==> src/rtl/kmm_ram.sv <==
// generic single-write, single-read ram with registered read data
module kmm_ram #(
    parameter int WIDTH = 8,
    parameter int DEPTH = 16
) (
    input  logic                                     clk,
    input  logic                                     wr_en,
    input  logic [(DEPTH > 1 ? $clog2(DEPTH) : 1)-1:0] wr_addr,
    input  logic [WIDTH-1:0]                         wr_data,
    input  logic                                     rd_en,
    input  logic [(DEPTH > 1 ? $clog2(DEPTH) : 1)-1:0] rd_addr,
    output logic [WIDTH-1:0]                         rd_data
);
    logic [WIDTH-1:0] mem [DEPTH];

    always_ff @(posedge clk)
    begin
        if (wr_en)
        begin
            mem[wr_addr] <= wr_data;
        end
        if (rd_en)
        begin
            rd_data <= mem[rd_addr];
        end
    end
endmodule
==> config.mk <==
export PLATFORM = sky130hd
export DESIGN_NAME = kmm_ram
export DESIGN_NICKNAME = d
export VERILOG_FILES = /design/src/rtl/kmm_ram.sv
export SDC_FILE = /design/constraint.sdc
export NUM_CORES = 1
export LEC_CHECK = 0
export BUFFER_PORTS_ARGS = -buffer_cell sky130_fd_sc_hd__buf_2
export CORE_ASPECT_RATIO = 0.8
export CORE_UTILIZATION = 30
export DETAILED_ROUTE_END_ITERATION = 8
export GPL_TIMING_DRIVEN = 0
export PLACE_DENSITY = 0.44
export SLEW_MARGIN = 20
export SYNTH_ARGS = -nofsm -noshare
export SYNTH_HDL_FRONTEND = slang
export SYNTH_SLANG_ARGS = --single-unit
==> constraint.sdc <==
create_clock -name clk -period 2.3 [get_ports clk]
set_clock_uncertainty 0.15 [all_clocks]
set_input_delay 0.46 -clock clk [delete_from_list [all_inputs] [get_ports clk]]
set_output_delay 0.46 -clock clk [all_outputs]
set_load 0.02 [all_outputs]
==> qor.csv <==
stage,metric,value,unit
final_layout,fin nets,292,
worst_hold_path,Hold Startpoint,rd_en,
worst_hold_path,Hold Path Sink,rd_data[4],
setup_path,"Req. time, crit path",2170,ps
power,worst vdd ir,0.5244,mV
routing,detailed-route wire length,11140,µm
routing,TritonRoute pass-1 iters,4,
worst_hold_path,hold crit path type,primary input to flop,
final_layout,Layout area overhead,19.20,%
floorplanning,Die Width,149.6,µm
synth,synthesized area,5228,µm²
global_routing,initial antenna violation count,0,
timing,Fmax,500.9,MHz
power,power per cell area,924.2,nW/µm²
floorplanning,die area,17960,µm²
placed_design,IO buf count,25,
global_routing,first-pass GRT wire length,16370,µm
setup_path,Crit path arrival time,1870,ps
floorplanning,core area,16820,µm²
clock_network,CTS Buffer Depth,2,
clock_network,H-tree depth,4,
clock_network,clock transition at the registers of the reported paths,60,ps
global_routing,All-Layer GR Usage,13.59,%
routing,DRC viols,0,
floorplanning,I/O pins,27,
synth,post-synth cell types,18,
final_layout,final core utilization,37.05,%
clock_network,hold_buf cts,0,
routing,via/cell ratio,4.665,
floorplanning,row count,42,
timing,Final Max Tran Viols,0,
timing,min cycle time layout,1996,ps
timing,Worst slew margin,36.51,%
floorplanning,initial core utilization,31.09,%
power,Leak,2.038,nW
routing,initial DRC count,302,
timing,fin crit share,86.79,%
clock_network,Root Buffer,clkbuf_16,
setup_path,Reg-to-Reg Start,mem[15][2],
routing,per-cell routed wire length,22.06,µm
worst_hold_path,Hold Path Cell Cnt,1,
clock_network,Inserted Clock Buffers,17,
placed_design,gpl congestion,0.6631,
setup_path,reg2reg end,rd_data[2],
clock_network,CTS tree,yes,
global_routing,total gr overflow,0,
floorplanning,Die Y,120.1,µm
setup_path,Reg2Reg Setup Slack,630,ps
flow_run,maxcap violations,0,
setup_path,Setup CP Type,primary input to flop,
setup_path,crit start category,primary input,
final_layout,number of diodes,0,
timing,Fin. Hold Viols,0,
outcome,outcome,completed,
timing,final setup fails,0,
routing,DR vias,2356,
clock_network,# clock sinks,136,
setup_path,worst reg-to-reg path cell count,3,
synth,Synth Warn #,0,
timing,setup TNS,0,ps
clock_network,CTS resizes,0,
synth,Gate Count Post-Synth,229,
timing,unrepaired setup endpoints after global routing,no,
synth,top_reg_cell synth,edfxtp_1,
clock_network,number of post-CTS setup repair buffers,0,
final_layout,share of layout cells above drive strength 1,30.53,%
setup_path,Max Fanout on Critical Path,8,
timing,Least-Margin Pin Slew,948.8,ps
global_routing,vias in the first global route,2449,
routing,"antenna viol nets, final",0,
synth,Seq cells post-synth,136,
synth,Synth Area per Inst,22.83,µm²
synth,Post-synth ARST share,0,%
synth,Syn Nets,248,
global_routing,largest net degree at the start of global routing,17,
clock_network,"Clk Latency, worst-skew pair",400,ps
placed_design,HPWL Detailed,7123,µm
synth,number of flops mapped to enable cells by yosys,136,
synth,sequential area share after synthesis,78.12,%
setup_path,CP endpoint kind,flop,
## cell type report
cell class	count	area, µm²
Buffer	10	86.33
Clock buffer	17	425.4
Clock inverter	14	157.7
Fill cell	1537	10590
Multi-Input combinational cell	83	1077
Sequential cell	136	4084
Tap cell	220	275.3
Timing Repair Buffer	25	125.1
## how the worst max path moves through the flow
stage / to / slack (ps) / cells after the start / startpoint
3_5_place_dp: mem[1][4] / -90 / 3 / wr_addr[2]
6_report: mem[1][6] / 300 / 3 / wr_addr[2]
4_1_cts: mem[1][6] / 340 / 3 / wr_addr[2]
2_1_floorplan: mem[0][0] / 200 / 2 / wr_addr[2]
5_1_grt: mem[1][6] / 240 / 3 / wr_addr[2]
3_3_place_gp: mem[0][4] / -470 / 3 / wr_addr[2]
## cell families (layout without fill, tap and decap cells)
family	Yosys count	count (layout)	synth area share, %
AO/OA/AOI/OAI	16	16	2.298
buffers and inverters	10	66	1.651
flip-flops	136	136	78.12
multiplexers	32	32	14.79
AND/OR/NAND/NOR	35	35	3.136
## sequential cells by signal, indices dropped and copies added, names as in the netlist
signal	flops
rd_data	8
mem	128
## cell usage in the layout (no fill, tap or decap), types with 2 or more instances in the layout
master / Yosys / routed
mux4_1: 14 / 14
clkbuf_16: 0 / 17
a22oi_1: 16 / 16
buf_2: 3 / 28
nand2_1: 9 / 9
edfxtp_1: 136 / 136
nand3b_1: 2 / 2
mux4_2: 18 / 18
clkinv_2: 0 / 4
clkinv_1: 0 / 2
nor3_2: 0 / 4
bufinv_16: 0 / 3
clkinvlp_4: 0 / 3
clkdlybuf4s25_2: 3 / 3
nand2b_1: 2 / 2
nor2_1: 13 / 13
buf_6: 3 / 3
## per-stage QoR
stage	area [µm²]	worst slack (ps)	hold slack, ps	power, mW	instances
2_1_floorplan	5228	197.1	408.9	3.011	229
3_3_place_gp	5628	-467.2	605.2	3.146	474
3_5_place_dp	5648	-91.29	603.4	3.151	474
4_1_cts	6231	338.5	252.9	5.824	505
5_1_grt	6231	237.6	255.9	5.937	505
6_report	6231	303.8	268.8	5.759	505
## synth_stat cells (2+ instances only)
| cell | n | area (µm²) |
|---|---|---|
| nor2_1 | 13 | 48.80 |
| clkdlybuf4s25_2 | 3 | 30.03 |
| buf_2 | 3 | 15.01 |
| edfxtp_1 | 136 | 4084 |
| nand2b_1 | 2 | 12.51 |
| nor3_1 | 4 | 20.02 |
| a22oi_1 | 16 | 120.1 |
| mux4_2 | 18 | 405.4 |
| buf_6 | 3 | 33.78 |
| mux4_1 | 14 | 367.9 |
| nand3b_1 | 2 | 15.01 |
| nand2_1 | 9 | 33.78 |
## power breakdown
part           internal, mW  switching [mW]  total, mW
logic                 0.108           0.181      0.289
clock network          1.69           0.980       2.67
registers              2.79          0.0109       2.80
total                  4.59            1.17       5.76
## worst max-delay path, stage by stage
cell    delay, ps
buf_2         130
or3b_2        530
nor2_1        740
## per-layer routing
layer  global-route usage [%]  vias up  wire length, µm
li1                         -     1071                -
met1                    20.26     1245             5695
met2                    19.01       38             5012
met3                    3.308        2              398
met4                    4.974        0               33
met5                        0        -                0
No activity file was read; power rests on OpenSTA's default activity.
